**src/rtl/stq_pkg.sv**
```systemverilog
`default_nettype none

package stq_pkg;

    localparam int OP_W     = 2;
    localparam int ID_W     = 16;
    localparam int TIME_W   = 32;
    localparam int STATUS_W = 3;

    localparam logic [OP_W-1:0] OP_ADD    = 2'd0;
    localparam logic [OP_W-1:0] OP_ADJUST = 2'd1;
    localparam logic [OP_W-1:0] OP_DELETE = 2'd2;
    localparam logic [OP_W-1:0] OP_TICK   = 2'd3;

    localparam logic [STATUS_W-1:0] ST_DONE      = 3'd0;
    localparam logic [STATUS_W-1:0] ST_EXPIRED   = 3'd1;
    localparam logic [STATUS_W-1:0] ST_FULL      = 3'd2;
    localparam logic [STATUS_W-1:0] ST_NOT_FOUND = 3'd3;
    localparam logic [STATUS_W-1:0] ST_DUPLICATE = 3'd4;
    localparam logic [STATUS_W-1:0] ST_NONE_DUE  = 3'd5;

    localparam int MAX_RESULTS = 16;
    localparam int RES_CNT_W   = $clog2(MAX_RESULTS + 1);

    typedef struct packed {
        logic insert;
        logic remove;
    } stq_ctrl_t;

endpackage

`default_nettype wire

```
**src/rtl/stq_cell.sv**
```systemverilog
`default_nettype none

module stq_cell
    import stq_pkg::*;
#(
    parameter int INDEX = 0,
    parameter int CNT_W = 5,
    parameter int POS_W = 4
)
(
    input  wire logic              clk,
    input  wire stq_ctrl_t         ctrl,
    input  wire logic [CNT_W-1:0]  count,
    input  wire logic [POS_W-1:0]  pos,
    input  wire logic [TIME_W-1:0] new_exp,
    input  wire logic [ID_W-1:0]   new_id,
    input  wire logic              left_gt,
    input  wire logic [TIME_W-1:0] left_exp,
    input  wire logic [ID_W-1:0]   left_id,
    input  wire logic [TIME_W-1:0] right_exp,
    input  wire logic [ID_W-1:0]   right_id,
    output logic      [TIME_W-1:0] exp,
    output logic      [ID_W-1:0]   id,
    output logic                   gt,
    output logic                   match
);

    logic [TIME_W-1:0] exp_reg;
    logic [TIME_W-1:0] exp_next;
    logic [ID_W-1:0]   id_reg;
    logic [ID_W-1:0]   id_next;
    logic              valid;

    assign valid = CNT_W'(INDEX) < count;
    assign gt    = !valid || (exp_reg > new_exp);
    assign match = valid && (id_reg == new_id);
    assign exp   = exp_reg;
    assign id    = id_reg;

    always_comb
    begin
        exp_next = exp_reg;
        id_next  = id_reg;
        if (ctrl.insert)
        begin
            if (left_gt)
            begin
                exp_next = left_exp;
                id_next  = left_id;
            end
            else if (gt)
            begin
                exp_next = new_exp;
                id_next  = new_id;
            end
        end
        else if (ctrl.remove && (POS_W'(INDEX) >= pos))
        begin
            exp_next = right_exp;
            id_next  = right_id;
        end
    end

    always_ff @(posedge clk)
    begin
        exp_reg <= exp_next;
        id_reg  <= id_next;
    end

endmodule

`default_nettype wire

```
**src/rtl/sorted_timer_queue.sv**
```systemverilog
// Channel   Handshake                 Payload
// command   start in, busy out        operation, timer_id, expire_time, now
// result    result_valid out          expired_id, status, last
//
// Add steps through find and insert, delete through find and remove, adjust through all three.
// Tick latches its command, then gives one result per cycle, up to MAX_RESULTS.
// The sequencer walks find, remove, insert and tick; all shifting cells move in the same cycle.
// Reset empties the queue at once; the cell storage is not cleared.
// The receiver cannot stall; each result is on the ports for exactly one cycle.
`default_nettype none

module sorted_timer_queue
    import stq_pkg::*;
#(
    parameter int MAX_TIMERS = 16
)
(
    input  wire logic                clk,
    input  wire logic                rst_n,
    input  wire logic                start,
    output logic                     busy,
    input  wire logic [OP_W-1:0]     operation,
    input  wire logic [ID_W-1:0]     timer_id,
    input  wire logic [TIME_W-1:0]   expire_time,
    input  wire logic [TIME_W-1:0]   now,
    output logic                     result_valid,
    output logic      [ID_W-1:0]     expired_id,
    output logic      [STATUS_W-1:0] status,
    output logic                     last
);

    localparam int CNT_W = $clog2(MAX_TIMERS + 1);
    localparam int POS_W = $clog2(MAX_TIMERS);

    localparam logic [2:0] S_IDLE   = 3'd0;
    localparam logic [2:0] S_FIND   = 3'd1;
    localparam logic [2:0] S_REMOVE = 3'd2;
    localparam logic [2:0] S_INSERT = 3'd3;
    localparam logic [2:0] S_TICK   = 3'd4;

    logic [2:0]           state_reg, state_next;
    logic [CNT_W-1:0]     count_reg, count_next;
    logic [RES_CNT_W-1:0] n_reg, n_next;
    logic [POS_W-1:0]     pos_reg, pos_next;
    logic [OP_W-1:0]      op_reg, op_next;
    logic [ID_W-1:0]      id_reg, id_next;
    logic [TIME_W-1:0]    exp_reg, exp_next;
    logic [TIME_W-1:0]    now_reg, now_next;
    logic                 valid_reg, valid_next;
    logic [ID_W-1:0]      out_id_reg, out_id_next;
    logic [STATUS_W-1:0]  status_reg, status_next;
    logic                 last_reg, last_next;

    stq_ctrl_t         ctrl;
    logic [POS_W-1:0]  cell_pos;
    logic [TIME_W-1:0] cell_exp [MAX_TIMERS];
    logic [ID_W-1:0]   cell_id  [MAX_TIMERS];
    logic              cell_gt  [MAX_TIMERS];
    logic [MAX_TIMERS-1:0] cell_match;
    logic              found;
    logic [POS_W-1:0]  match_pos;
    logic              head_due;
    logic              next_due;

    assign busy         = state_reg != S_IDLE;
    assign result_valid = valid_reg;
    assign expired_id   = out_id_reg;
    assign status       = status_reg;
    assign last         = last_reg;

    assign cell_pos = (state_reg == S_TICK) ? '0 : pos_reg;

    for (genvar i = 0; i < MAX_TIMERS; i++)
    begin : g_cell
        logic              l_gt;
        logic [TIME_W-1:0] l_exp;
        logic [ID_W-1:0]   l_id;
        logic [TIME_W-1:0] r_exp;
        logic [ID_W-1:0]   r_id;

        if (i == 0)
        begin : g_first
            assign l_gt  = 1'b0;
            assign l_exp = exp_reg;
            assign l_id  = id_reg;
        end
        else
        begin : g_inner
            assign l_gt  = cell_gt[i-1];
            assign l_exp = cell_exp[i-1];
            assign l_id  = cell_id[i-1];
        end

        if (i == MAX_TIMERS - 1)
        begin : g_end
            assign r_exp = cell_exp[i];
            assign r_id  = cell_id[i];
        end
        else
        begin : g_mid
            assign r_exp = cell_exp[i+1];
            assign r_id  = cell_id[i+1];
        end

        stq_cell #(
            .INDEX (i),
            .CNT_W (CNT_W),
            .POS_W (POS_W)
        ) u_cell (
            .clk       (clk),
            .ctrl      (ctrl),
            .count     (count_reg),
            .pos       (cell_pos),
            .new_exp   (exp_reg),
            .new_id    (id_reg),
            .left_gt   (l_gt),
            .left_exp  (l_exp),
            .left_id   (l_id),
            .right_exp (r_exp),
            .right_id  (r_id),
            .exp       (cell_exp[i]),
            .id        (cell_id[i]),
            .gt        (cell_gt[i]),
            .match     (cell_match[i])
        );
    end

    assign found = |cell_match;

    always_comb
    begin
        match_pos = '0;
        for (int i = 0; i < MAX_TIMERS; i++)
        begin
            if (cell_match[i])
            begin
                match_pos = match_pos | POS_W'(i);
            end
        end
    end

    assign head_due = (count_reg != '0) && (cell_exp[0] <= now_reg);
    assign next_due = (count_reg > CNT_W'(1)) && (cell_exp[1] <= now_reg)
                      && (n_reg + RES_CNT_W'(1) < RES_CNT_W'(MAX_RESULTS));

    always_comb
    begin
        state_next  = state_reg;
        count_next  = count_reg;
        n_next      = n_reg;
        pos_next    = pos_reg;
        op_next     = op_reg;
        id_next     = id_reg;
        exp_next    = exp_reg;
        now_next    = now_reg;
        valid_next  = 1'b0;
        out_id_next = out_id_reg;
        status_next = status_reg;
        last_next   = last_reg;
        ctrl        = '0;

        unique case (state_reg)
            S_IDLE:
            begin
                if (start)
                begin
                    op_next  = operation;
                    id_next  = timer_id;
                    exp_next = expire_time;
                    now_next = now;
                    n_next   = '0;
                    state_next = (operation == OP_TICK) ? S_TICK : S_FIND;
                end
            end
            S_FIND:
            begin
                pos_next    = match_pos;
                out_id_next = id_reg;
                last_next   = 1'b1;
                if (op_reg == OP_ADD)
                begin
                    if (found)
                    begin
                        valid_next  = 1'b1;
                        status_next = ST_DUPLICATE;
                        state_next  = S_IDLE;
                    end
                    else if (count_reg == CNT_W'(MAX_TIMERS))
                    begin
                        valid_next  = 1'b1;
                        status_next = ST_FULL;
                        state_next  = S_IDLE;
                    end
                    else
                    begin
                        state_next = S_INSERT;
                    end
                end
                else if (!found)
                begin
                    valid_next  = 1'b1;
                    status_next = ST_NOT_FOUND;
                    state_next  = S_IDLE;
                end
                else
                begin
                    state_next = S_REMOVE;
                end
            end
            S_REMOVE:
            begin
                ctrl.remove = 1'b1;
                count_next  = count_reg - CNT_W'(1);
                if (op_reg == OP_ADJUST)
                begin
                    state_next = S_INSERT;
                end
                else
                begin
                    valid_next  = 1'b1;
                    status_next = ST_DONE;
                    state_next  = S_IDLE;
                end
            end
            S_INSERT:
            begin
                ctrl.insert = 1'b1;
                count_next  = count_reg + CNT_W'(1);
                valid_next  = 1'b1;
                status_next = ST_DONE;
                state_next  = S_IDLE;
            end
            S_TICK:
            begin
                valid_next = 1'b1;
                if (head_due)
                begin
                    ctrl.remove = 1'b1;
                    count_next  = count_reg - CNT_W'(1);
                    n_next      = n_reg + RES_CNT_W'(1);
                    out_id_next = cell_id[0];
                    status_next = ST_EXPIRED;
                    last_next   = !next_due;
                    if (!next_due)
                    begin
                        state_next = S_IDLE;
                    end
                end
                else
                begin
                    out_id_next = '0;
                    status_next = ST_NONE_DUE;
                    last_next   = 1'b1;
                    state_next  = S_IDLE;
                end
            end
            default:
            begin
                state_next = S_IDLE;
            end
        endcase
    end

    always_ff @(posedge clk or negedge rst_n)
    begin
        if (!rst_n)
        begin
            state_reg <= S_IDLE;
            count_reg <= '0;
            valid_reg <= 1'b0;
        end
        else
        begin
            state_reg <= state_next;
            count_reg <= count_next;
            valid_reg <= valid_next;
        end
    end

    always_ff @(posedge clk)
    begin
        n_reg      <= n_next;
        pos_reg    <= pos_next;
        op_reg     <= op_next;
        id_reg     <= id_next;
        exp_reg    <= exp_next;
        now_reg    <= now_next;
        out_id_reg <= out_id_next;
        status_reg <= status_next;
        last_reg   <= last_next;
    end

endmodule

`default_nettype wire
```
**config.mk**
```make
export PLATFORM = sky130hd
export DESIGN_NAME = sorted_timer_queue
export DESIGN_NICKNAME = d
export VERILOG_FILES = /design/src/rtl/stq_pkg.sv /design/src/rtl/stq_cell.sv /design/src/rtl/sorted_timer_queue.sv
export SDC_FILE = /design/constraint.sdc
export NUM_CORES = 2
export LEC_CHECK = 0
export ABC_CLOCK_PERIOD_IN_PS = 20200
export BUFFER_PORTS_ARGS = -buffer_cell sky130_fd_sc_hd__buf_2
export CAP_MARGIN = 20
export CORE_MARGIN = 8
export CORE_UTILIZATION = 60
export DETAILED_ROUTE_END_ITERATION = 6
export PLACE_DENSITY = 0.78
export SLEW_MARGIN = 20
export SYNTH_ARGS = -nofsm -noshare
export SYNTH_HDL_FRONTEND = slang
export SYNTH_SLANG_ARGS = --single-unit
```
**constraint.sdc**
```tcl
create_clock -name clk -period 20.2 [get_ports clk]
set_input_delay 2.02 -clock clk [delete_from_list [all_inputs] [get_ports clk]]
set_output_delay 2.02 -clock clk [all_outputs]
set_load 0.02 [all_outputs]
```
==> metrics.md <==
| Metric | Value |
|---|---|
| Status | `completed` |
| I/O pin count | `107` |
| Period utilisation layout | `0.328` |
| Die Y | `329 µm` |
| RSZ-0062 raised after global routing | `no` |
| Clock transition at the registers of the reported paths | `0.06 ns` |
| Min-Delay Path Class | `reg -> reg` |
| Largest net degree at the start of global routing | `260` |
| Post-DRT Antenna Nets | `0` |
| DR WL/cell | `28.6 µm` |
| Critical Path RT | `20.53 ns` |
| Post-Synth Simple-Gate Area | `0.105` |
| CP Data Arrival Time | `6.96 ns` |
| Most common cell in the netlist | `edfxtp_1` |
| Die width | `329 µm` |
| Skew final | `0.0192 ns` |
| Worst setup SP type | `register` |
| Synth cell count leaders | `edfxtp_1, nand2_1, o21ai_0` |
| Cell taking the most area after synthesis | `edfxtp_1` |
| Max cap viols | `0` |
| LEAKAGE | `26.8 nW` |
| Synth Area in Compound Gates | `0.125` |
| Starting Density | `0.606` |
| Final core area utilization | `0.657` |
| Register Area | `26600 µm²` |
| TritonRoute pass-1 iters | `7` |
| Critical Path Max Stage Delay | `0.85 ns` |
| Fillers | `7491` |
| Max-slew violations | `0` |
| Largest family of logic cells by synthesized area | `compound AO/OA/AOI/OAI gates` |
| Area contributors post-synth | `edfxtp_1, ha_1, mux2i_1` |
| Setup bufs post-CTS | `0` |
| Cts repair resizes | `0` |
| Async SR Flop Fraction | `0.0101` |
| Worst-skew pair later-pin latency | `0.71 ns` |
| DR vias | `45.9k` |
| Setup Crit Path Kind | `reg -> reg` |
| GRT Total Usage | `0.351` |
| Final #Nets | `6135` |
| Total die area | `108000 µm²` |
| First-pass GRT wire length | `287000 µm` |
| Num CTS Buffers | `98` |
| Pwr/cell area | `130 nW/µm²` |
| Highest clock rate | `0.151 GHz` |
| Most used DFF post-synth | `edfxtp_1` |
| Number of synthesized flops with an enable pin | `879` |
| Area growth syn-to-layout | `8.47%` |
| Max Root-Sink Buffers | `3` |
| Core area | `96900 µm²` |
| Crit end category | `register` |
| Net count after synthesis | `6179` |
| Vias in the first global route | `44.4k` |
| Synth top area share | `0.450` |
| Post-synth cell types | `71` |
| Yosys warns | `0` |
| Post-DR vias/cell | `6.72` |
| Critical-path cell list | `inv_1, ha_1, nand4_1, nor3_1, nand2_1, nor3_1, o31ai_1, o2111a_1, a21o_4, buf_4, a311oi_4, buf_4` |
| Hold-fix buffers, CTS | `0` |
| Fin Setup TNS | `0 ns` |
| Slew HR | `0.171` |
| Final setup fails | `0` |
| Peak supply drop | `0.000140 V` |
| Ratio of cells with drive above 1 in the final layout | `0.0803` |
| 1st-iter DRT viols | `6040` |
| Final hold vios | `0` |
| Std cell rows | `114` |
| Cell count after synthesis | `5513` |
| Root Driver | `clkbuf_16` |
| Sink Count | `888` |
| Multiplexer share of the synthesized area | `0.118` |
| Area of the multi-input gates | `30500 µm²` |
| Synth Area in XOR/XNOR | `0.0394` |
| Post-Synth Adder-Cell Area | `0.124` |
| Crit path max fanout | `30` |
| Slowest library cell on the worst path | `nor3_1` |
| Number of flip-flops in the largest register | `512` |
| Residual DRC | `0` |
| H-Tree Depth | `3` |
| Seq/Total Area, Yosys | `0.454` |
| Final wirelength | `195000 µm` |
| Initial antenna violation count | `4` |
| FF+latch count, synth | `888` |
| Routability Congestion | `1.05` |
| Final min period | `6.63 ns` |
| Mean Syn Cell Area | `10.6 µm²` |
| TritonCTS clock tree | `done` |
| Hpwl dp | `138000 µm` |
| Post-Syn Area | `58700 µm²` |
| GRT overflow | `0` |
| Number of port buffers | `106` |
| Slew @ Worst Pin | `1.24 ns` |
==> metrics by stage <==
stage	setup WS [ns]	hold WS, ns	power (mW)	instance area, µm²	cells
6_report	13.57	0.557	8.30	63600	6829
5_1_grt	13.64	0.603	8.61	63600	6827
4_1_cts	13.66	0.563	8.19	63500	6823
3_5_place_dp	13.68	0.552	6.41	60400	6641
3_3_place_gp	13.77	0.544	6.29	60400	6640
2_1_floorplan	13.09	0.522	5.23	58700	5513
==> cell type report <==
| cell class | count | area share |
|---|---|---|
| multi-input combinational | 4176 | 0.479 |
| sequential | 888 | 0.418 |
| clock buffer | 129 | 0.0410 |
| tap | 1276 | 0.0251 |
| timing repair buffer | 214 | 0.0232 |
| clock inverter | 53 | 0.00780 |
| inverter | 91 | 0.00541 |
| antenna | 2 | 0.0000786 |
==> power breakdown <==
group | internal (mW) | switching (mW) | total [mW] | leakage (nW)
logic | 1.31 | 2.29 | 3.60 | 17.1
clock network | 0.991 | 0.791 | 1.78 | 1.51
registers | 2.55 | 0.365 | 2.92 | 8.15
total | 4.85 | 3.45 | 8.30 | 26.8
==> cell usage in the layout (no fill, tap or decap), types with 11 or more instances in the layout <==
cell type | synthesis | routed
edfxtp_1 | 879 | 879
and4_1 | 11 | 11
clkbuf_16 | 0 | 99
o211ai_1 | 43 | 43
a211oi_1 | 18 | 15
or3_1 | 12 | 12
inv_1 | 91 | 90
clkinv_2 | 0 | 20
a21oi_1 | 169 | 167
o21a_1 | 31 | 31
mux2_2 | 40 | 40
xnor2_1 | 135 | 135
nor2b_1 | 39 | 39
a21o_1 | 192 | 190
nand2b_1 | 18 | 18
nor3_1 | 46 | 45
nor2_1 | 120 | 120
nand2_1 | 817 | 815
ha_1 | 581 | 581
xor2_1 | 129 | 129
buf_2 | 73 | 106
o21ai_0 | 688 | 686
buf_4 | 44 | 99
clkbuf_1 | 216 | 28
mux2i_1 | 638 | 638
nor4_1 | 40 | 38
nand3_1 | 73 | 72
clkinv_1 | 0 | 17
nand4_1 | 167 | 167
o21ai_1 | 41 | 34
==> critical path: cells and delay by family (launching register included) <==
family | cells | cell delay [ns]
flip-flops | 1 | 0.71
adder cells (fa/ha/maj) | 1 | 0.50
AO/OA/AOI/OAI | 4 | 1.60
buffers and inverters | 3 | 1.55
AND/OR/NAND/NOR | 4 | 1.82
==> routing by layer <==
| layer | GRT usage | part of all wire | up-vias |
|---|---|---|---|
| met5 | 0 | 0 | - |
| met4 | 0.197 | 0.066 | 0 |
| met3 | 0.0721 | 0.11 | 578 |
| met2 | 0.547 | 0.45 | 2753 |
| met1 | 0.456 | 0.38 | 22100 |
| li1 | - | - | 20500 |
==> cell families (layout without fill, tap and decap cells) <==
kind of cell,after synthesis,after routing
AND/OR/NAND/NOR,1378,1378
buffers and inverters,449,487
flip-flops,888,888
AO/OA/AOI/OAI,1266,1266
multiplexers,687,687
other,0,2
adder cells (fa/ha/maj),581,581
XOR/XNOR,264,264
==> path summary, 6_finish.rpt <==
check	slack, ns	cells past startpoint	from	endpoint
worst max-delay path	13.57	12	exp_reg[28]	g_cell[11].u_cell.exp[9]
worst min-delay path	0.56	2	g_cell[15].u_cell.exp[3]	g_cell[14].u_cell.exp[3]
worst max register to register	13.57	12	exp_reg[28]	g_cell[11].u_cell.exp[9]
worst min register to register	0.56	2	g_cell[15].u_cell.exp[3]	g_cell[14].u_cell.exp[3]
max in group asynchronous	18.74	1	rst_n	state_reg[0]
min in group asynchronous	1.21	1	rst_n	result_valid
Power figures use the tool's default switching activity.
